<file path="src/design/tccs_pkg.sv">
// shared types, constants and sequencer states of the credit shaper
package tccs_pkg;

    localparam int FRACTION_BITS_DEF   = 8;
    localparam int HEADER_OVERHEAD_DEF = 28;
    localparam int DEFAULT_SIZE_DEF    = 1024;
    localparam int QUEUE_DEPTH         = 2;

    localparam logic [15:0] FACE_DOWN0 = 16'd256;
    localparam logic [15:0] FACE_DOWN1 = 16'd257;
    localparam logic [15:0] FACE_UP    = 16'd258;
    localparam logic [1:0]  CLASS_A    = 2'd1;
    localparam logic [1:0]  CLASS_B    = 2'd2;

    localparam logic CFG_BANDWIDTH = 1'b0;
    localparam logic CFG_INTERVAL  = 1'b1;

    localparam logic [23:0] BANDWIDTH_RESET = 24'd125000;
    localparam logic [31:0] INTERVAL_RESET  = 32'd1000000;
    localparam logic [23:0] COUNT_MAX       = 24'hFFFFFF;
    localparam logic [39:0] WIDE_MAX        = 40'hFF_FFFF_FFFF;
    localparam logic [30:0] BUDGET_MAX      = 31'h7FFF_FFFF;

    typedef enum logic [1:0] {DIR_DOWN, DIR_UP, DIR_BYPASS} dir_t;

    typedef struct packed {
        logic        is_data;
        dir_t        dir;
        logic        cls_ok;
        logic        cls_b;
        logic [13:0] payload;
        logic [31:0] elapsed;
    } item_t;

    typedef enum logic [4:0] {
        SQ_IDLE, SQ_AVG_A, SQ_AVG_B, SQ_PLAN, SQ_TA, SQ_USED, SQ_TB,
        SQ_DAVG_A, SQ_DAVG_B, SQ_DPLAN, SQ_QD,
        SQ_P1, SQ_P2, SQ_PM1, SQ_PS1, SQ_P3, SQ_P4, SQ_PM2, SQ_PS2,
        SQ_CLEAR
    } seq_state_t;

endpackage

</file>
<file path="src/design/tccs_front.sv">
// front end: takes input beats and classifies them by face and class
module tccs_front
    import tccs_pkg::*;
(
    input  logic        in_valid,
    output logic        in_stall,
    input  logic        kind,
    input  logic [15:0] face_id,
    input  logic [1:0]  name_class,
    input  logic [13:0] payload_size,
    input  logic [31:0] elapsed_ticks,
    input  logic        queue_full,
    output logic        push,
    output item_t       item
);

    always_comb
    begin
        item.is_data = kind;
        if (face_id inside {FACE_DOWN0, FACE_DOWN1})
            item.dir = DIR_DOWN;
        else if (face_id == FACE_UP)
            item.dir = DIR_UP;
        else
            item.dir = DIR_BYPASS;
        item.cls_ok  = name_class inside {CLASS_A, CLASS_B};
        item.cls_b   = (name_class == CLASS_B);
        item.payload = payload_size;
        item.elapsed = elapsed_ticks;
        in_stall     = queue_full;
        push         = in_valid && !queue_full;
    end

endmodule

</file>
<file path="config.mk">
export PLATFORM = sky130hd
export DESIGN_NAME = tccs_front
export DESIGN_NICKNAME = d
export VERILOG_FILES = /design/src/design/tccs_pkg.sv /design/src/design/tccs_front.sv
export SDC_FILE = /design/constraint.sdc
export NUM_CORES = 1
export LEC_CHECK = 0
export BUFFER_PORTS_ARGS = -buffer_cell sky130_fd_sc_hd__buf_4
export CAP_MARGIN = 25
export CORE_MARGIN = 2
export CORE_UTILIZATION = 20
export DETAILED_ROUTE_END_ITERATION = 16
export GPL_ROUTABILITY_DRIVEN = 0
export GPL_TIMING_DRIVEN = 0
export PLACE_DENSITY = 0.81
export SYNTH_ARGS = -nofsm -noshare
export SYNTH_HDL_FRONTEND = slang
export SYNTH_SLANG_ARGS = --single-unit
</file>
<file path="constraint.sdc">
create_clock -name vclk -period 0.8
set_input_delay 0.08 -clock vclk [all_inputs]
set_output_delay 0.08 -clock vclk [all_outputs]
set_load 0.005 [all_outputs]
</file>
==> reports/results.ini, run 1 <==
[run_status]
status = finished with violations
violations = setup timing

[cts]
cts_hold_buf = 0
post_cts_buffers = 0

[finish]
layout_common_cells = buf_4, buf_6, nor4_4, inv_1
final.clkbuf_count = 0
final_cell_area_sq_um = 1100
area_growth_pct = 140
drive_gt1_frac = 0.947
regArea_sq_um = 0
fillers = 200
multi_input_area_sq_um = 123
nFlopsAndLatches = 0
antenna_cells = 0
nets = 202
layout_commonest_cell = buf_4

[critical_path]
cpPeakStageDelay_ns = 0.26
cp_slowest_cell = nor4b_2
worst-setup-path-type = in -> out
crit_buf_inv = 2
path_cells = buf_4 -> nor4b_2 -> and4_1 -> buf_4
crit_fanout = 2
crit_path_frequent_cell = buf_4
end_kind = output port
crit_path_start_kind = primary input
crit_required_ns = 0.72
cp.arrival_ns = 0.77
cpLargestDelayFamily = simple AND/OR/NAND/NOR gates

[min_path]
hold_end = item[9]
hp-start = elapsed_ticks[9]
hold_depth = 2
hp-class = in -> out

[sta]
worst_pin_slew_ns = 0.216
layout_worst_path_cycle_share = 1.06
holdWs_ns = 0.325
fmax_ghz = 1.18
min_period_ns = 0.848
finalHoldViolations = 0
worst_slack_ns = -0.0484
tns_ns = -0.0627
relSlewSlack = 0.855
final-setup-viol-count = 2
rsz0062_at_grt = true
slew_violations = 0

[yosys]
syn_area_per_cell_sq_um = 7.76
synth_seq_area_share = 0
syn_nets = 127
synth.distinct_cells = 10
syn_area_sq_um = 458
netlist_instances = 59
yosys_warnings = 0

[power]
powerDensity_nw_per_um2 = 486
p_leak_nw = 0.631
power_mw = 0.535
irDropWorstVdd_uv = 251

[die]
die_h_microns = 51.9
die_x_microns = 51.9
dieArea_sq_um = 2690
ios = 120
initial_core_util = 0.209
row_count = 17
coreArea_sq_um = 2190

[detailed_routing]
wl_per_cell_microns = 11.1
avgViaCountPerCell = 3.80
antenna_left = 0
vias = 608
drcViolationCount = 0
drtPass1Iterations = 1
first_iter_violations = 0
routed_wl_microns = 1780

[global_routing]
antenna_found_initial = 0
overflow = 0
groute.layer.met2.usage = 0.255
met3_usage = 0.0115
grt_pass1_wl_microns = 2200
grt.total_usage = 0.106
grt_max_degree = 3
busiest_layer = met2
use_met1 = 0.0781
grt_pass1_vias = 544

[placed_design]
dp_slack_ns = -0.0796
dp_hpwl_microns = 1570
io_buffers = 73
dpl_cell_area_sq_um = 1040

[flow_run]
maxCapViolCount = 0

[routing by layer]
metal / wire, microns / vias to the layer above
li1: - / 288
met1: 388 / 258
met2: 1110 / 58
met3: 235 / 4
met4: 43 / 0
met5: 0 / -
[stage by stage]
stage | instances | utilization
after global routing | 160 | 0.502
after global placement | 160 | 0.475
final | 160 | 0.502
after detailed placement | 160 | 0.475
after CTS | 160 | 0.499
after floorplan | 59 | -
[area by class of cell]
type	count	area share
tap	28	0.0319
multi-input combinational	9	0.111
inverter	2	0.00683
buffer	48	0.328
timing repair buffer	73	0.522
[cell families after synthesis]
family	count (synthesis)	synth area share
buffers and inverters	50	0.803
AND/OR/NAND/NOR	7	0.153
adder cells (fa/ha/maj)	1	0.0273
AO/OA/AOI/OAI	1	0.0164
[synth_stat cells]
library cell | n | area, sq um
a211oi_1 | 1 | 7.51
nand4_1 | 1 | 6.26
inv_1 | 2 | 7.51
buf_4 | 48 | 360
ha_1 | 1 | 12.5
and4_1 | 1 | 8.76
nor2b_1 | 1 | 6.26
nor4_2 | 2 | 25.0
nor4b_1 | 1 | 8.76
nor4b_2 | 1 | 15.0
[report_power, final]
| group | total (mW) | switching [mW] | internal [mW] |
|---|---|---|---|
| Sequential | 0 | 0 | 0 |
| Combinational | 0.535 | 0.143 | 0.392 |
| Clock | 0 | 0 | 0 |
| Total | 0.535 | 0.143 | 0.392 |
[what timing repair did]
action / in CTS / in global routing
pin swaps: 5 / 5
setup endpoints to repair: 2 / 2
resized for setup: 9 / 2
[how the worst max path moves through the flow]
stage	startpoint	to	slack, ns	depth (start not counted)
final	face_id[3]	item[48]	-0.05	4
after global routing	face_id[10]	item[48]	-0.09	4
after CTS	face_id[15]	item[48]	-0.04	4
after detailed placement	face_id[9]	item[48]	-0.08	4
after global placement	face_id[0]	item[48]	-0.08	4
after floorplan	face_id[5]	item[48]	0.15	2
Power figures use the tool's default switching activity.
==> inputs of run 2 (changes only) <==
--- a/config.mk
+++ b/config.mk
@@ -7,12 +7,14 @@
 export LEC_CHECK = 0
 export BUFFER_PORTS_ARGS = -buffer_cell sky130_fd_sc_hd__buf_4
 export CAP_MARGIN = 25
+export CELL_PAD_IN_SITES_DETAIL_PLACEMENT = 1
+export CELL_PAD_IN_SITES_GLOBAL_PLACEMENT = 1
 export CORE_MARGIN = 2
-export CORE_UTILIZATION = 20
+export CORE_UTILIZATION = 10
 export DETAILED_ROUTE_END_ITERATION = 16
 export GPL_ROUTABILITY_DRIVEN = 0
 export GPL_TIMING_DRIVEN = 0
-export PLACE_DENSITY = 0.81
+export PLACE_DENSITY_LB_ADDON = 0.1
 export SYNTH_ARGS = -nofsm -noshare
 export SYNTH_HDL_FRONTEND = slang
 export SYNTH_SLANG_ARGS = --single-unit
==> run 2 against run 1 <==
  * The run still ends with setup timing left
  * Sequential cell count did not move
  * Worst hold slack improved by 0.00064 ns
  * Non-clock buffer count unchanged
  * Routed wire length up 7.6%
  * Maximum frequency down 4.7%
  * Setup slack lost 0.042 ns
  * First-iteration DRC count rose by 5
  * Core utilization decreased by 25 points
  * Sequential share of layout area unchanged
  * Combinational power down 0.9%
  * Power fell by 0.83%
==> reports/results.ini, run 2 (same netlist as run 1, synthesis figures left out) <==
[run_status]
status = finished with violations  ; unchanged
violations = setup timing  ; unchanged

[die]
die_x_microns = 71.7  ; was 51.9 microns
die_h_microns = 71.7  ; was 51.9 microns
dieArea_sq_um = 5140  ; was 2690 sq um
coreArea_sq_um = 4380  ; was 2190 sq um
ios = 120  ; unchanged
initial_core_util = 0.104  ; was 0.209
row_count = 24  ; was 17

[placed_design]
dp_slack_ns = -0.156  ; was -0.0796 ns
dpl_cell_area_sq_um = 1070  ; was 1040 sq um
dp_cells = 184  ; was 160
io_buffers = 73  ; unchanged
dp_hpwl_microns = 1750  ; was 1570 microns

[sta]
slew_violations = 0  ; unchanged
layout_worst_path_cycle_share = 1.11  ; was 1.06
rsz0062_at_grt = true  ; unchanged
final-setup-viol-count = 2  ; unchanged
worst_slack_ns = -0.0902  ; was -0.0484 ns
worst_pin_slew_ns = 0.228  ; was 0.216 ns
min_period_ns = 0.890  ; was 0.848 ns
holdWs_ns = 0.326  ; was 0.325 ns
finalHoldViolations = 0  ; unchanged
fmax_ghz = 1.12  ; was 1.18 GHz
relSlewSlack = 0.847  ; was 0.855

[finish]
layout_commonest_cell = buf_4  ; unchanged
fin_cells = 184  ; was 160
area_growth_pct = 146  ; was 140%
final_cell_area_sq_um = 1130  ; was 1100 sq um
antenna_cells = 0  ; unchanged
drive_gt1_frac = 0.947  ; unchanged
regArea_sq_um = 0  ; unchanged
layout_common_cells = buf_4, buf_6, nor4_4, inv_1  ; unchanged
final_util = 0.257  ; was 0.502
nFlopsAndLatches = 0  ; unchanged
final.clkbuf_count = 0  ; unchanged
fillers = 540  ; was 200
nets = 202  ; unchanged

[min_path]
hp-class = in -> out  ; unchanged
hold_depth = 2  ; unchanged
hp-start = elapsed_ticks[24]  ; was elapsed_ticks[9]
hold_end = item[24]  ; was item[9]

[power]
p_switching_mw = 0.142  ; was 0.143 mW
internal_power_mw = 0.389  ; was 0.392 mW
power.share.clock = 0  ; about the same
swShare = 0.267  ; about the same
p_leak_nw = 0.629  ; was 0.631 nW
irDropWorstVdd_uv = 116  ; was 251 uV
seqPwrFrac = 0  ; about the same
powerDensity_nw_per_um2 = 471  ; was 486 nW/um^2
combinationalPowerShare = 1.000  ; about the same

[detailed_routing]
antenna_left = 0  ; unchanged
drtPass1Iterations = 2  ; was 1
routed_wl_microns = 1910  ; was 1780 microns
vias = 607  ; was 608
drcViolationCount = 0  ; unchanged
first_iter_violations = 5  ; was 0
avgViaCountPerCell = 3.30  ; was 3.80
wl_per_cell_microns = 10.4  ; was 11.1 microns

[global_routing]
use_met1 = 0.0488  ; was 0.0781
antenna_found_initial = 0  ; unchanged
grt_max_degree = 3  ; unchanged
overflow = 0  ; unchanged
grt_pass1_wl_microns = 2490  ; was 2200 microns
grt_pass1_vias = 568  ; was 544
busiest_layer = met2  ; unchanged
groute.layer.met2.usage = 0.140  ; was 0.255
grt.total_usage = 0.0589  ; was 0.106
met3_usage = 0.00281  ; was 0.0115

[critical_path]
worst-setup-path-type = in -> out  ; unchanged
end_kind = output port  ; unchanged
crit_fanout = 2  ; unchanged
cp.arrival_ns = 0.81  ; was 0.77 ns
crit_required_ns = 0.72  ; about the same
crit_path_start_kind = primary input  ; unchanged

[flow_run]
maxCapViolCount = 0  ; unchanged

[run 2: cell counts in the layout (fill, tap and decap cells not counted)]
No cell type changed its count.
[run 2: how the worst max path moves through the flow]
stage	start	end	slack (ns)	cells after the start
global placement	face_id[9]	item[48]	-0.12	4
finish	face_id[11]	item[48]	-0.09	4
detailed placement	face_id[9]	item[48]	-0.16	4
global route	face_id[11]	item[48]	-0.12	4
CTS	face_id[14]	item[48]	-0.10	4
floorplan	face_id[5]	item[48]	0.15	2
[run 2: worst max-delay path: stages]
cell	delay [ns]
buf_6	0.10
nor4b_4	0.29
and4_1	0.24
buf_6	0.10
[run 2: area by class of cell]
cell class	instances	area [sq um]	share of cell area
multi-input cells	9	123	0.109
well taps	52	65.1	0.0578
inverters	2	7.51	0.00667
repair buffers	73	571	0.507
plain buffers	48	360	0.320
[run 2: what timing repair did]
item,in CTS,in global routing
setup buffers,0,0
endpoints found under the setup margin,2,2
pin swaps,3,4
gates resized for setup,8,2
hold buffers,0,0
[run 2: through the flow]
step | total power, mW | TNS [ns]
after detailed placement | 0.508 | -0.251
after floorplan | 0.214 | 0
after global routing | 0.565 | -0.190
after global placement | 0.500 | -0.182
final | 0.530 | -0.119
after CTS | 0.532 | -0.135
[run 2: layer usage]
metal / wire [microns] / part of all wire
met1: 414 / 0.22
met4: 23 / 0.012
met2: 1240 / 0.65
met3: 240 / 0.13
met5: 0 / 0
[run 2: power by group through the flow]
stage               registers (mW)  logic, mW  clock network (mW)
floorplan                        0      0.214                   0
global placement                 0      0.500                   0
detailed placement               0      0.508                   0
CTS                              0      0.532                   0
global route                     0      0.565                   0
finish                           0      0.530                   0
==> inputs of run 3 (changes only) <==
--- a/config.mk
+++ b/config.mk
@@ -5,11 +5,11 @@
 export SDC_FILE = /design/constraint.sdc
 export NUM_CORES = 1
 export LEC_CHECK = 0
-export BUFFER_PORTS_ARGS = -buffer_cell sky130_fd_sc_hd__buf_4
+export BUFFER_PORTS_ARGS = -buffer_cell sky130_fd_sc_hd__buf_2
 export CAP_MARGIN = 25
 export CELL_PAD_IN_SITES_DETAIL_PLACEMENT = 1
 export CELL_PAD_IN_SITES_GLOBAL_PLACEMENT = 1
-export CORE_MARGIN = 2
+export CORE_MARGIN = 10
 export CORE_UTILIZATION = 10
 export DETAILED_ROUTE_END_ITERATION = 16
 export GPL_ROUTABILITY_DRIVEN = 0
==> run 3 against run 2 <==
  * The run still ends with setup timing left
  * Sequential cell count unchanged
  * Power fell by 15%
  * Sequential share of layout area stayed put
  * Largest cell class unchanged
  * Highest routed layer unchanged
==> reports/results.ini, run 3 (same netlist as run 1, synthesis figures left out) <==
[sta]
final-setup-viol-count = 1  ; was 2
finalHoldViolations = 0  ; unchanged
relSlewSlack = 0.861  ; was 0.847
rsz0062_at_grt = true  ; unchanged
slew_violations = 0  ; unchanged
tns_ns = -0.0570  ; was -0.119 ns
fmax_ghz = 1.17  ; was 1.12 GHz
worst_pin_slew_ns = 0.208  ; was 0.228 ns
min_period_ns = 0.857  ; was 0.890 ns
layout_worst_path_cycle_share = 1.07  ; was 1.11
worst_slack_ns = -0.0570  ; was -0.0902 ns

[detailed_routing]
vias = 617  ; was 607
routed_wl_microns = 2670  ; was 1910 microns
drtPass1Iterations = 4  ; was 2
wl_per_cell_microns = 14.5  ; was 10.4 microns
antenna_left = 0  ; unchanged
avgViaCountPerCell = 3.35  ; was 3.30
drcViolationCount = 0  ; unchanged
first_iter_violations = 5  ; unchanged

[die]
die_h_microns = 87.7  ; was 71.7 microns
coreArea_sq_um = 4380  ; unchanged
dieArea_sq_um = 7690  ; was 5140 sq um
ios = 120  ; unchanged
initial_core_util = 0.104  ; unchanged
die_x_microns = 87.7  ; was 71.7 microns
row_count = 24  ; unchanged

[run_status]
violations = setup timing  ; unchanged
status = finished with violations  ; unchanged

[power]
powerDensity_nw_per_um2 = 462  ; was 471 nW/um^2
power_mw = 0.449  ; was 0.530 mW
irDropWorstVdd_uv = 104  ; was 116 uV
p_leak_nw = 0.578  ; was 0.629 nW

[critical_path]
end_kind = output port  ; unchanged
crit_fanout = 2  ; unchanged
cp.arrival_ns = 0.78  ; was 0.81 ns
path_cells = buf_2 -> nor4_4 -> and4_1 -> buf_2  ; was buf_6 -> nor4b_4 -> and4_1 -> buf_6
crit_path_start_kind = primary input  ; unchanged
cp_slowest_cell = nor4_4  ; was nor4b_4
cpLargestDelayFamily = simple AND/OR/NAND/NOR gates  ; unchanged
crit_buf_inv = 2  ; unchanged
cpPeakStageDelay_ns = 0.25  ; was 0.29 ns
crit_path_frequent_cell = buf_2  ; was buf_6
crit_required_ns = 0.72  ; about the same
worst-setup-path-type = in -> out  ; unchanged

[global_routing]
overflow = 0  ; unchanged
grt.total_usage = 0.0540  ; was 0.0589
grt_pass1_vias = 693  ; was 568
antenna_found_initial = 0  ; unchanged
grt_pass1_wl_microns = 3410  ; was 2490 microns
grt_max_degree = 3  ; unchanged

[finish]
final_util = 0.222  ; was 0.257
regArea_sq_um = 0  ; unchanged
final.clkbuf_count = 0  ; unchanged
area_growth_pct = 112  ; was 146%
layout_commonest_cell = buf_2  ; was buf_4
nFlopsAndLatches = 0  ; unchanged
fillers = 550  ; was 540
nets = 202  ; unchanged
antenna_cells = 0  ; unchanged
multi_input_area_sq_um = 136  ; was 123 sq um
layout_common_cells = buf_2, buf_4, buf_6  ; was buf_4, buf_6, nor4_4, inv_1
drive_gt1_frac = 0.955  ; was 0.947

[placed_design]
io_buffers = 73  ; unchanged
dp_slack_ns = -0.111  ; was -0.156 ns
dp_hpwl_microns = 2590  ; was 1750 microns

[min_path]
hp-class = in -> out  ; unchanged

[flow_run]
maxCapViolCount = 0  ; unchanged

[run 3: cell counts in the layout (fill, tap and decap cells not counted)]
No cell type changed its count.
[run 3: final timing paths]
path / startpoint / to / slack, ns / cells after the start
max: face_id[4] / item[48] / -0.06 / 4
min: elapsed_ticks[31] / item[31] / 0.33 / 2
[run 3: repair_timing]
| item | in CTS | in global routing |
|---|---|---|
| hold endpoints to repair | 0 | 0 |
| setup buffers | 0 | 0 |
| pin swaps | 4 | 5 |
| gates resized for setup | 8 | 5 |
| hold buffers | 0 | 0 |
| setup endpoints to repair | 2 | 2 |
[run 3: power by group]
part           leakage, nW  switching [mW]  internal, mW
sequential               0               0             0
clock                    0               0             0
combinational        0.578           0.144         0.305
[run 3: layout make-up]
type | count | share of cell area
inverters | 2 | 0.00772
multi-input cells | 9 | 0.140
well taps | 52 | 0.0669
repair buffers | 73 | 0.414
plain buffers | 48 | 0.371
[run 3: through the flow]
stage	instances	instance area, sq um	hold slack, ns
6_report	184	972	0.329
2_1_floorplan	59	458	0.190
4_1_cts	184	946	0.332
5_1_grt	184	972	0.334
3_5_place_dp	184	888	0.332
3_3_place_gp	184	888	0.333
[run 3: per-layer routing]
layer / routed length (microns) / global-route usage
met4: 5 / 0
met3: 372 / 0.0241
met5: 0 / 0
met2: 1720 / 0.130
met1: 575 / 0.0341
