**src/design/tccs_pkg.sv**
```systemverilog
// shared types, constants and sequencer states of the credit shaper
package tccs_pkg;

    localparam int FRACTION_BITS_DEF   = 8;
    localparam int HEADER_OVERHEAD_DEF = 28;
    localparam int DEFAULT_SIZE_DEF    = 1024;
    localparam int QUEUE_DEPTH         = 2;

    localparam logic [15:0] FACE_DOWN0 = 16'd256;
    localparam logic [15:0] FACE_DOWN1 = 16'd257;
    localparam logic [15:0] FACE_UP    = 16'd258;
    localparam logic [1:0]  CLASS_A    = 2'd1;
    localparam logic [1:0]  CLASS_B    = 2'd2;

    localparam logic CFG_BANDWIDTH = 1'b0;
    localparam logic CFG_INTERVAL  = 1'b1;

    localparam logic [23:0] BANDWIDTH_RESET = 24'd125000;
    localparam logic [31:0] INTERVAL_RESET  = 32'd1000000;
    localparam logic [23:0] COUNT_MAX       = 24'hFFFFFF;
    localparam logic [39:0] WIDE_MAX        = 40'hFF_FFFF_FFFF;
    localparam logic [30:0] BUDGET_MAX      = 31'h7FFF_FFFF;

    typedef enum logic [1:0] {DIR_DOWN, DIR_UP, DIR_BYPASS} dir_t;

    typedef struct packed {
        logic        is_data;
        dir_t        dir;
        logic        cls_ok;
        logic        cls_b;
        logic [13:0] payload;
        logic [31:0] elapsed;
    } item_t;

    typedef enum logic [4:0] {
        SQ_IDLE, SQ_AVG_A, SQ_AVG_B, SQ_PLAN, SQ_TA, SQ_USED, SQ_TB,
        SQ_DAVG_A, SQ_DAVG_B, SQ_DPLAN, SQ_QD,
        SQ_P1, SQ_P2, SQ_PM1, SQ_PS1, SQ_P3, SQ_P4, SQ_PM2, SQ_PS2,
        SQ_CLEAR
    } seq_state_t;

endpackage

```
**src/design/tccs_fifo.sv**
```systemverilog
// short queue of classified beats between front and back
module tccs_fifo
    import tccs_pkg::*;
(
    input  logic  clk,
    input  logic  rst_n,
    input  logic  push,
    input  item_t push_item,
    input  logic  pop,
    output logic  full,
    output logic  head_valid,
    output item_t head_item
);

    localparam int PW = (QUEUE_DEPTH > 1) ? $clog2(QUEUE_DEPTH) : 1;
    localparam int CW = $clog2(QUEUE_DEPTH + 1);

    item_t          mem_reg [QUEUE_DEPTH];
    logic [PW-1:0]  wptr_reg;
    logic [PW-1:0]  rptr_reg;
    logic [CW-1:0]  count_reg;

    function automatic logic [PW-1:0] bump(input logic [PW-1:0] p);
        if (p == PW'(QUEUE_DEPTH - 1))
            return '0;
        return p + 1'b1;
    endfunction

    always_ff @(posedge clk)
    begin
        if (push)
            mem_reg[wptr_reg] <= push_item;
    end

    always_ff @(posedge clk or negedge rst_n)
    begin
        if (!rst_n)
        begin
            wptr_reg  <= '0;
            rptr_reg  <= '0;
            count_reg <= '0;
        end
        else
        begin
            if (push)
                wptr_reg <= bump(wptr_reg);
            if (pop)
                rptr_reg <= bump(rptr_reg);
            if (push && !pop)
                count_reg <= count_reg + 1'b1;
            else if (pop && !push)
                count_reg <= count_reg - 1'b1;
        end
    end

    assign full       = (count_reg == CW'(QUEUE_DEPTH));
    assign head_valid = (count_reg != '0);
    assign head_item  = mem_reg[rptr_reg];

endmodule

```
**config.mk**
```make
export PLATFORM = sky130hd
export DESIGN_NAME = tccs_fifo
export DESIGN_NICKNAME = d
export VERILOG_FILES = /design/src/design/tccs_pkg.sv /design/src/design/tccs_fifo.sv
export SDC_FILE = /design/constraint.sdc
export NUM_CORES = 1
export LEC_CHECK = 0
export BUFFER_PORTS_ARGS = -buffer_cell sky130_fd_sc_hd__buf_4
export CORE_ASPECT_RATIO = 0.75
export CORE_UTILIZATION = 55
export CTS_BUF_LIST = sky130_fd_sc_hd__clkbuf_8
export CTS_CLUSTER_SIZE = 12
export DETAILED_ROUTE_END_ITERATION = 6
export HOLD_SLACK_MARGIN = 0.1
export PLACE_DENSITY = 0.9
export SLEW_MARGIN = 20
export SYNTH_ARGS = -nofsm -noshare
export SYNTH_HDL_FRONTEND = slang
export SYNTH_SLANG_ARGS = --single-unit
```
**constraint.sdc**
```tcl
create_clock -name clk -period 9.38 [get_ports clk]
set_input_delay 1.876 -clock clk [delete_from_list [all_inputs] [get_ports clk]]
set_output_delay 1.876 -clock clk [all_outputs]
set_load 0.02 [all_outputs]
```
==> run summary, run 1 <==
The flow ran to the end, and the final reports show no timing, DRC or antenna violations. After routing, the total negative slack on setup checks comes to 0 ns. The number of nets with antenna violations after detailed routing came out at 0. Ranked by total cell area, the synthesized netlist is headed by sky130_fd_sc_hd__edfxtp_1 (74%), sky130_fd_sc_hd__mux2_4 (18%), sky130_fd_sc_hd__buf_12 (2.4%).

The per-cell routed wire length is 16.52 µm. Global routing consumed, on the met3 layer, 8.569% of the routing resources. The share of the core filled with cells came out at 73.36%. The clock input transition at the sequential cells of the worst setup and hold paths came out at 0.09 ns. The starting density of the core came out at 58.65%. The path class of the tightest hold or removal check is flop to flop. Counting flops and latches in the post-synthesis netlist gives 106. The simple logic cell fraction of the synthesized area came out at 0.6982%. Sorting the synthesized cells by how often they occur yields sky130_fd_sc_hd__edfxtp_1 (102), sky130_fd_sc_hd__mux2_4 (49), sky130_fd_sc_hd__buf_12 (5). The clock sink count came out at 106. At the worst endpoint, the required time is 7.50 ns. Setup repair after global routing left no endpoint under its margin. The setup slack after placement came out at 5.865 ns. The total setup violations reported at the end of the flow is 0. The post-route clock period utilization is 41.43%.

The number of input and output port buffers inserted is 107. After synthesis, the largest family of logic cells by area is multiplexers. For this run, the top clock speed supported by timing is 257.3 MHz. The worst path setup slack after routing is 5.494 ns. The post-route minimum period is 3.886 ns. The arrival time at the worst endpoint came out at 2.01 ns.

For this design the static power due to leakage is 2.086 nW. The most frequently used flop master after synthesis is sky130_fd_sc_hd__edfxtp_1. The floorplan core area came out at 7027 µm².

For this run, global-route usage on met2 was measured as 27.36%. The sequential share of the synthesized area came out at 76.75%. The async set or reset register ratio after synthesis is 3.774%. The instance count of the mapped netlist came out at 175. The final hold violation count came out at 0. Once the clock tree was built, the setup fixing pass inserted 0 buffers. The fraction of synthesized cell area in xor and xnor cells came out at 1.063%. The first detailed-routing pass took 4 iterations.

The synthesized area divided by synthesized cell count is 23.55 µm². The highest net fanout along the worst path is 52. The wire length of the first global-routing pass came out at 9749 µm. The global placer's final weighted congestion came out at 0.6930. The total CTS buffers is 9.

The post-synthesis mux area share is 18.40%. The cell area after placement came out at 4964 µm². The slew at the pin with the worst max-slew slack is 0.9449 ns. The startpoint type of the worst setup path is a flop. The total power divided by cell area came out at 298.7 nW/µm². The clock reaches the later pin of the worst-skew pair after 0.36 ns. The die width is 102.0 µm. The initial antenna violation count is 0. The number of design rule violations left after detail routing is 0. The final-report max-slew violation count came out at 0. The tool flagged a number of max-cap violations equal to 0. The area added between synthesis and finish is 25.08%. Yosys mapped a number of flops with a built-in enable equal to 102. The total number of vias came out at 1,922. The number of buffers inserted by hold repair at cts is 0. The post-route total power is 1.540 mW. After detailed placement, the design holds a cell count of 376.

The biggest area consumer among synthesized cells is sky130_fd_sc_hd__edfxtp_1. 0 antenna diodes ended up in the layout. Yosys printed 0 warnings.

The normalized max-slew margin is 37.00%. The non-filler instance count after layout is 391. The full die area came out at 7847 µm². The number of rows in the core area is 26.

The floorplan step set the die height to 76.97 µm. The post-route clock skew came out at 0.008432 ns. The met1 track utilization from global routing came out at 20.61%. The number of nets in the synthesized netlist is 231. After clock tree synthesis, the repair step resized 0 gates. The worst hold margin is 0.4786 ns. The number of primary I/O pins came out at 108.

By instance count, the leading cell after synthesis is sky130_fd_sc_hd__edfxtp_1. IR analysis of the VDD net gives a maximum drop of 0.1875 mV. The post-synthesis adder-cell area fraction came out at 0.3036%. The layout has 431 filler cells. The net count of the finished layout is 345.

The sum of overflow across all layers after global routing is 0. The final wirelength is 6459 µm. The area share of the largest cell type after synthesis is 74.32%. The combined global-route utilization of all metal layers is 17.36%. The detailed router finished its first iteration with 55 violations. The via count of the first global-routing pass came out at 2,001. The flip-flop count of the largest register, all copies and words added came out at 102. Summing every instance area after synthesis gives 4121 µm².

The maximum count of clock buffers along a single path is 2. The CTS H-tree depth came out at 3. The worst setup path is captured at a primary output. The post-route netlist has 60.75% of its cells at a drive strength greater than 1.

The clock tree from TritonCTS is built. In this run the most used layer during global routing was met2. Synthesis instantiated 14 different standard cells from the library.

The critical path is of the flop to primary output type. The total half-perimeter wirelength after legalization and detailed placement is 4218 µm. The number of vias per cell after detailed routing came out at 4.916.

The cell area after layout is 5155 µm². The pin count of the biggest net entering global routing came out at 53. In this run the clock root is driven by a sky130_fd_sc_hd__clkbuf_8.

The fraction of the mapped netlist area in compound gates is 0%.
layout by cell type (no fill, tap or decap), drive strengths merged, types with 2 or more instances in the layout:
| cell | n |
|---|---|
| buf | 109 |
| clkbuf | 9 |
| dfrtp | 4 |
| edfxtp | 102 |
| inv | 4 |
| mux2 | 51 |
| nor2b | 2 |
| xor2 | 4 |
power breakdown:
part / switching [mW] / leakage (nW) / internal [mW]
Sequential: 0.0865 / 1.00 / 0.629
Combinational: 0.252 / 0.985 / 0.304
Clock: 0.145 / 0.0975 / 0.123
Total: 0.483 / 2.09 / 1.06
critical path, stage by stage (launching register included):
cell and delay [ns]:
sky130_fd_sc_hd__dfrtp_4 1.06, sky130_fd_sc_hd__mux2_2 0.43, sky130_fd_sc_hd__buf_4 0.16
final cells by class:
| class | count | area (µm²) | area share, % |
|---|---|---|---|
| inverters | 1 | 3.754 | 0.07282 |
| flip-flops and latches | 106 | 3167 | 61.43 |
| multi-input cells | 62 | 852.1 | 16.53 |
| clock inverters | 6 | 67.56 | 1.311 |
| repair buffers | 109 | 818.3 | 15.87 |
| clock buffers | 9 | 123.9 | 2.403 |
| well taps | 98 | 122.6 | 2.379 |
cell families after synthesis:
logic type / after synthesis
and+or+nand+nor: 5
muxes: 51
adders and majority gates: 1
DFF: 106
buffers and inverters: 7
xor gates and xnor gates: 5
per-layer routing:
metal | part of all wire [%] | up-vias
li1 | - | 907
met1 | 42 | 915
met2 | 47 | 93
met3 | 10 | 7
met4 | 1.1 | 0
met5 | 0 | -
worst paths after layout:
kind	cells past startpoint	start	to	slack, ns
max in group asynchronous	1	rst_n	rptr_reg	7.97
min	1	count_reg[1]	count_reg[1]	0.48
min reg2reg	1	count_reg[1]	count_reg[1]	0.48
min in group asynchronous	1	rst_n	count_reg[1]	1.30
max	2	rptr_reg	head_item[33]	5.49
max reg2reg	2	wptr_reg	mem_reg[0][23]	7.53
No activity file was read; power rests on OpenSTA's default activity.
==> run 2: changes to the inputs <==
--- a/config.mk
+++ b/config.mk
@@ -7,12 +7,12 @@
 export LEC_CHECK = 0
 export BUFFER_PORTS_ARGS = -buffer_cell sky130_fd_sc_hd__buf_4
 export CORE_ASPECT_RATIO = 0.75
-export CORE_UTILIZATION = 55
+export CORE_UTILIZATION = 49
 export CTS_BUF_LIST = sky130_fd_sc_hd__clkbuf_8
 export CTS_CLUSTER_SIZE = 12
 export DETAILED_ROUTE_END_ITERATION = 6
 export HOLD_SLACK_MARGIN = 0.1
-export PLACE_DENSITY = 0.9
+export PLACE_DENSITY = 0.85
 export SLEW_MARGIN = 20
 export SYNTH_ARGS = -nofsm -noshare
 export SYNTH_HDL_FRONTEND = slang
==> constraint.sdc (replaced) <==
create_clock -name clk -period 3.5 [get_ports clk]
set_input_delay 0.7 -clock clk [delete_from_list [all_inputs] [get_ports clk]]
set_output_delay 0.7 -clock clk [all_outputs]
set_load 0.02 [all_outputs]
==> run summary, run 2 (synthesized netlist as in run 1, its figures left out) <==
For the worst setup path, the data required time is 2.80 ns. The sequential group share of total power came out at 46.2%. TritonCTS built the clock tree. The number of antenna diodes in the final layout is 0.

The worst hold margin is 0.4915 ns. The final hold violation count is 0. The total power divided by cell area came out at 798.3 nW/µm². Dividing the detail-routed via count by the number of cells gives 4.851.

The normalized max-slew margin came out at 36.59%. STA classifies the critical path startpoint as a flop. The final-report max-slew violation count is 0. The critical path goes through mux2_2 -> buf_4. The sum of overflow across all layers after global routing came out at 0.

Entering global routing, the biggest net connects 53 pins. Across all layers, the routed design uses 1,950 vias. The clock sink count is 106.

The cell area after placement came out at 4987 µm². The total half-perimeter wirelength after legalization and detailed placement is 4441 µm. The starting density of the core came out at 51.37%. Combinational cells account for 36.0% of the total power. In this run the tool buffered the top-level ports with 107 buffer cells. The part of the total power dissipated in the clock network is 17.8%.

The path class of the tightest hold or removal check is flop to flop. The switching share of power came out at 31.40%. The total negative slack for setup checks is 0 ns. Setup repair after global routing left no endpoint under its margin. The met3 demand-to-capacity share in global routing came out at 7.143%. By startpoint and endpoint, the worst setup path is classified as flop to primary output. Clock skew on the completed layout was measured at 0.003739 ns. Counting both buffers and inverters, the worst setup path holds a total of 1. The via count of the first global-routing pass is 2,029. The maximum frequency from static timing analysis is 369.2 MHz. The max-cap violation count is 0. The share of the core filled with cells came out at 64.78%. Dividing the detail-routed wire length by the instance count gives 16.22 µm. The total setup violations reported at the end of the flow is 0.

The first global-routing pass estimated 9832 µm of wire. For the pin with the worst max-slew slack, the measured transition is 0.9512 ns. The post-route minimum period is 2.709 ns. The number of nets in the final layout came out at 348.

The highest net fanout along the worst path is 52. The floorplan step defined a die boundary enclosing 8786 µm². The met2 global-route usage came out at 26.99%. The count of nets left with antenna violations once routing finished came out at 0. The longest individual stage delay on the worst path came out at 1.06 ns. STA classifies the critical path endpoint as a primary output.

The arrival time at the worst endpoint is 2.01 ns. The CTS H-tree depth is 3. For this run, global-route usage on met1 was measured as 17.59%.

The number of detailed-route iterations in the first pass came out at 4. The final wirelength is 6522 µm. Leaving out fill and tap cells, the most frequent cells in the layout are sky130_fd_sc_hd__buf_4 (111), sky130_fd_sc_hd__edfxtp_1 (102), sky130_fd_sc_hd__mux2_4 (49), sky130_fd_sc_hd__clkbuf_8 (9), sky130_fd_sc_hd__xor2_1 (4).

The area growth from synthesis to layout is 26.11%. The initial antenna violation count is 0. After global routing, the most crowded layer is met2. The total leakage power is 2.106 nW. The cell area after layout is 5197 µm². The flip-flop count of the largest register, all copies and words added is 102. The violation count after the first detailed-route iteration came out at 66. The number of design rule violations left after detail routing came out at 0. The layout has 583 filler cells.

The floorplan core area came out at 8023 µm². The global placer's final weighted congestion is 0.7108. The height of the die is 81.43 µm. The total CTS buffers came out at 9. After clock tree synthesis, the repair step resized 0 gates. The combined global-route utilization of all metal layers came out at 15.70%. The share of final-layout standard cells stronger than drive strength 1 came out at 60.94%. The initialized floorplan defines 28 standard-cell rows. The power dissipated by switching net loads came out at 1.303 mW. CTS placed an instance of sky130_fd_sc_hd__clkbuf_8 at the clock tree root.

In this design, the largest share of critical-path delay is due to flip-flops. The clock latency on the worst-skew pair came out at 0.35 ns. The worst path uses 77.39% of the clock period. The die width came out at 107.9 µm. The most frequent standard cell in the layout excluding fill and tap cells is sky130_fd_sc_hd__buf_4. Internal power comes to 2.846 mW. The maximum count of clock buffers along a single path is 2. The worst ir drop on vdd is 0.5021 mV.

The flow ran to the end, and the final reports show no timing, DRC or antenna violations. The clock input transition at the sequential cells of the worst setup and hold paths came out at 0.09 ns. The number of primary I/O pins came out at 108. On the critical path, the stage with the largest delay is an instance of sky130_fd_sc_hd__dfrtp_4.
[run 2: worst reg2reg max path, stage by stage (launching register included)]
cell                      delay, ns
sky130_fd_sc_hd__dfrtp_1       0.43
sky130_fd_sc_hd__and2_2        0.67
sky130_fd_sc_hd__buf_4         0.34
[run 2: metrics by stage]
step,power [mW],std cells,setup WS (ns)
after CTS,4.214,401,0.7331
after floorplan,3.001,175,0.07494
after global placement,3.430,385,1.165
after global routing,4.348,402,0.6811
final,4.149,402,0.7913
after detailed placement,3.465,385,1.151
[run 2: worst paths after layout]
kind                              start            end  slack [ns]  depth (start not counted)
max                            rptr_reg  head_item[34]        0.79                          2
min                        count_reg[1]   count_reg[1]        0.49                          1
max reg2reg                    wptr_reg  mem_reg[1][5]        1.76                          2
min reg2reg                count_reg[1]   count_reg[1]        0.49                          1
max in group asynchronous         rst_n       rptr_reg        2.71                          2
min in group asynchronous         rst_n       rptr_reg        0.67                          2
[run 2: power by group through the flow]
| stage | logic, mW | clock network [mW] | registers (mW) |
|---|---|---|---|
| 2_1_floorplan | 1.22 | 0 | 1.78 |
| 3_3_place_gp | 1.49 | 0 | 1.94 |
| 3_5_place_dp | 1.51 | 0 | 1.96 |
| 4_1_cts | 1.51 | 0.771 | 1.93 |
| 5_1_grt | 1.59 | 0.807 | 1.95 |
| 6_report | 1.50 | 0.739 | 1.91 |
[run 2: layout make-up]
cell class	count	area, µm²	area share, %
multi-input combinational	62	852.1	16.39
clock buffer	9	123.9	2.383
timing repair buffer	112	843.3	16.23
sequential	106	3167	60.93
clock inverter	7	76.32	1.468
inverter	1	3.754	0.07222
tap	105	131.4	2.528
[run 2: what timing repair did]
| action | CTS | global route |
|---|---|---|
| hold buffers | 0 | 1 |
| endpoints found under the hold margin | 0 | 4 |
| buffers inserted | 0 | 0 |
[run 2: layer usage]
metal  up-vias  routed length [µm]
li1        911                   -
met2        88                3212
met5         -                   0
met1       944                2626
met4         0                  61
met3         7                 621
==> run 3: changes to the inputs <==
--- a/config.mk
+++ b/config.mk
@@ -5,6 +5,7 @@
 export SDC_FILE = /design/constraint.sdc
 export NUM_CORES = 1
 export LEC_CHECK = 0
+export ABC_AREA = 1
 export BUFFER_PORTS_ARGS = -buffer_cell sky130_fd_sc_hd__buf_4
 export CORE_ASPECT_RATIO = 0.75
 export CORE_UTILIZATION = 49
==> constraint.sdc (replaced) <==
create_clock -name clk -period 2.24 [get_ports clk]
set_input_delay 0.448 -clock clk [delete_from_list [all_inputs] [get_ports clk]]
set_output_delay 0.448 -clock clk [all_outputs]
set_load 0.02 [all_outputs]
==> run summary, run 3 <==
After synthesis, the largest area contributor takes up 74.00% of total cell area. In this run, synthesis produced a sequential element count of 106. The height of the die is 81.60 µm. The final hold violation count came out at 0. The run finished with clean final reports.

From left edge to right edge, the die measures 108.1 µm. The total negative slack for setup checks came out at 0 ns. Dividing the detail-routed via count by the number of cells gives 4.847.

The normalized max-slew margin came out at 75.95%. The mapped cell area came out at 4139 µm². The initial antenna violation count came out at 0. The total power divided by cell area came out at 1234 nW/µm². The worst ir drop on vdd is 0.6594 mV. The clock input transition at the sequential cells of the worst setup and hold paths is 0.10 ns. Leaving out fill and tap cells, the most frequent cells in the layout are sky130_fd_sc_hd__buf_4 (111), sky130_fd_sc_hd__edfxtp_1 (102), sky130_fd_sc_hd__mux2_4 (49), sky130_fd_sc_hd__clkbuf_8 (9). Summed over all layers, the routed wires come to 6558 µm. The post-route clock period utilization came out at 89.37%.

When the netlist entered floorplanning its net count stood at 240. The maximum count of clock buffers along a single path is 2. The number of input and output port buffers inserted came out at 107. The number of enable flip-flop cells after synthesis came out at 102. The worst path setup slack after routing came out at 0.2381 ns. The library cell with the highest instance count after synthesis is sky130_fd_sc_hd__edfxtp_1. The most frequently used flop master after synthesis is sky130_fd_sc_hd__edfxtp_1. The antenna diode count came out at 0. Measured against the total synthesized area, the mux share comes to 18.32%. The per-cell routed wire length came out at 15.88 µm.

Of all nets on the critical path, the largest fanout is 28. After filler insertion, the fill cell instance count of the layout stands at 558. The final-report max-slew violation count came to 0. The first detailed-routing pass took 4 iterations. The most frequent standard cell in the layout excluding fill and tap cells is sky130_fd_sc_hd__buf_4. The wire-length estimate of the detail-placed layout is 4526 µm. The sequential share of the synthesized area is 76.42%. Entering global routing, the biggest net connects 29 pins.

The wire length of the first global-routing pass is 9549 µm. The clock latency on the worst-skew pair is 0.35 ns. The count of different cell masters after synthesis is 14. 108 I/O pins were placed. The starting density of the core is 51.59%. STA classifies the critical path endpoint as a primary output. Setup violations remaining at the end of the flow were counted as 0.

By area, the combinational part of the netlist is dominated by multiplexers. TritonCTS built the clock tree. For this run, the number of Yosys warnings is 0. Counting every sink on the clock net gives 106. The endpoint required time on the critical path came out at 1.79 ns. The synthesized area divided by synthesized cell count is 22.49 µm². The synthesized design spends more area on one cell type than any other, namely sky130_fd_sc_hd__edfxtp_1.

The maximum frequency from static timing analysis came out at 499.5 MHz. The sum of overflow across all layers after global routing is 0. By area the synthesized netlist is led by sky130_fd_sc_hd__edfxtp_1 (74%), sky130_fd_sc_hd__mux2_4 (18%), sky130_fd_sc_hd__buf_12 (2.4%). The global placer's final weighted congestion came out at 0.7087.

The post-synthesis adder-cell area fraction is 0.3023%. The share of final-layout standard cells stronger than drive strength 1 came out at 59.42%. OpenSTA, run right after detailed placement, puts the worst setup slack at 0.6136 ns.

The number of design rule violations left after detail routing came out at 0. The total CTS buffers came out at 9. Data on the critical path arrives at its endpoint at 1.55 ns. The instance count of the mapped netlist came out at 184. The setup slack of the worst register-to-register path is 0.99 ns.

The tree is rooted in a sky130_fd_sc_hd__clkbuf_8. The flip-flop count of the largest register, all copies and words added came out at 102. After clock tree synthesis, the repair step resized 0 gates. The async set or reset register ratio after synthesis is 3.774%. The fraction of the mapped netlist area in compound gates came out at 0%. Relative to the synthesized area, the layout overhead comes to 26.57%. The combined global-route utilization of all metal layers is 15.26%. The via count of the first global-routing pass was 1,949. The post-route clock skew is 0.006732 ns. The worst setup path is launched from a flop. The region available for standard cell placement spans 8023 µm². By count the netlist is led by sky130_fd_sc_hd__edfxtp_1 (102), sky130_fd_sc_hd__mux2_4 (49), sky130_fd_sc_hd__inv_1 (7). The fraction of synthesized cell area in xor and xnor cells came out at 0.6348%. The setup path with the least slack is of type flop to primary output.

Across the run, the number of max-cap violations was 0. The violation count after the first detailed-route iteration is 79. In this run the worst hold path is classified as primary input to flop. The routed layout has 2,002 vias. Counting I/O delays and the setup requirement, the final critical path takes 2.002 ns. The floorplan has 28 rows. The full die area came out at 8822 µm².

The final layout contains 359 nets. The CTS H-tree depth is 3. The analysis attributes to cell leakage a power of 2.142 nW. The slew at the pin with the worst max-slew slack is 0.3607 ns. Of the total synthesized cell area, the portion taken by AND, OR, NAND and NOR gates is 0.9976%. Setup repair after global routing left no endpoint under its margin. The count of nets left with antenna violations once routing finished came out at 0.
run 3: changes by cell type in the layout (fill, tap and decap cells not counted), sizes merged, moves of 2 or more:
| cell | previous run | this run |
|---|---|---|
| buf | 111 | 113 |
| inv | 4 | 10 |
| nand2 | 0 | 6 |
| nor2b | 2 | 0 |
| xor2 | 4 | 2 |
run 3: final timing paths:
path                                from             end  cells after the start
max                             rptr_reg   head_item[16]                      3
max reg2reg                     wptr_reg  mem_reg[0][16]                      2
min reg2reg                 count_reg[1]    count_reg[1]                      2
min in group asynchronous          rst_n    count_reg[0]                      2
min                        push_item[42]  mem_reg[0][42]                      1
max in group asynchronous          rst_n        rptr_reg                      2
run 3: final cells by class:
| type | instances | area, µm² | share of cell area [%] |
|---|---|---|---|
| Multi-Input combinational cell | 65 | 845.8 | 16.15 |
| Clock buffer | 9 | 123.9 | 2.364 |
| Sequential cell | 106 | 3167 | 60.45 |
| Tap cell | 105 | 131.4 | 2.508 |
| Timing Repair Buffer | 114 | 883.3 | 16.86 |
| Inverter | 7 | 26.28 | 0.5016 |
| Clock inverter | 7 | 61.31 | 1.170 |
run 3: cell families after synthesis:
group                      count (synthesis)
xor gates and xnor gates                   3
adders and majority gates                  1
buffers and inverters                     13
DFF                                      106
muxes                                     51
and+or+nand+nor                           10
run 3: layer usage:
metal / part of all wire [%] / GRT usage (%)
met5: 0 / 0
met4: 0.20 / 3.836
met3: 6.5 / 6.349
met2: 51 / 25.73
met1: 43 / 18.30
run 3: repair_timing:
item / 4_1_cts / 5_1_grt
hold buffers: 1 / 0
hold endpoints to repair: 4 / 0
setup buffers: 0 / 0
run 3: where the power goes:
| part | switching, mW | internal, mW |
|---|---|---|
| clock network | 0.642 | 0.425 |
| logic | 1.32 | 1.32 |
| registers | 0.121 | 2.64 |
| total | 2.08 | 4.38 |
run 3: per-stage QoR:
stage	hold WS, ns	power, mW	cells	area [µm²]	utilization, %
floorplan	0.1524	4.684	184	4141	-
global placement	0.2495	5.417	396	5044	62.87
detailed placement	0.2510	5.481	396	5044	62.87
CTS	0.2480	6.548	413	5239	65.30
global route	0.2320	6.783	413	5239	65.30
finish	0.2727	6.464	413	5239	65.30
run 3: critical path: stages (launching register included):
cell and delay, ns:
sky130_fd_sc_hd__dfrtp_4 0.51, sky130_fd_sc_hd__buf_12 0.20, sky130_fd_sc_hd__mux2_4 0.33, sky130_fd_sc_hd__buf_4 0.16
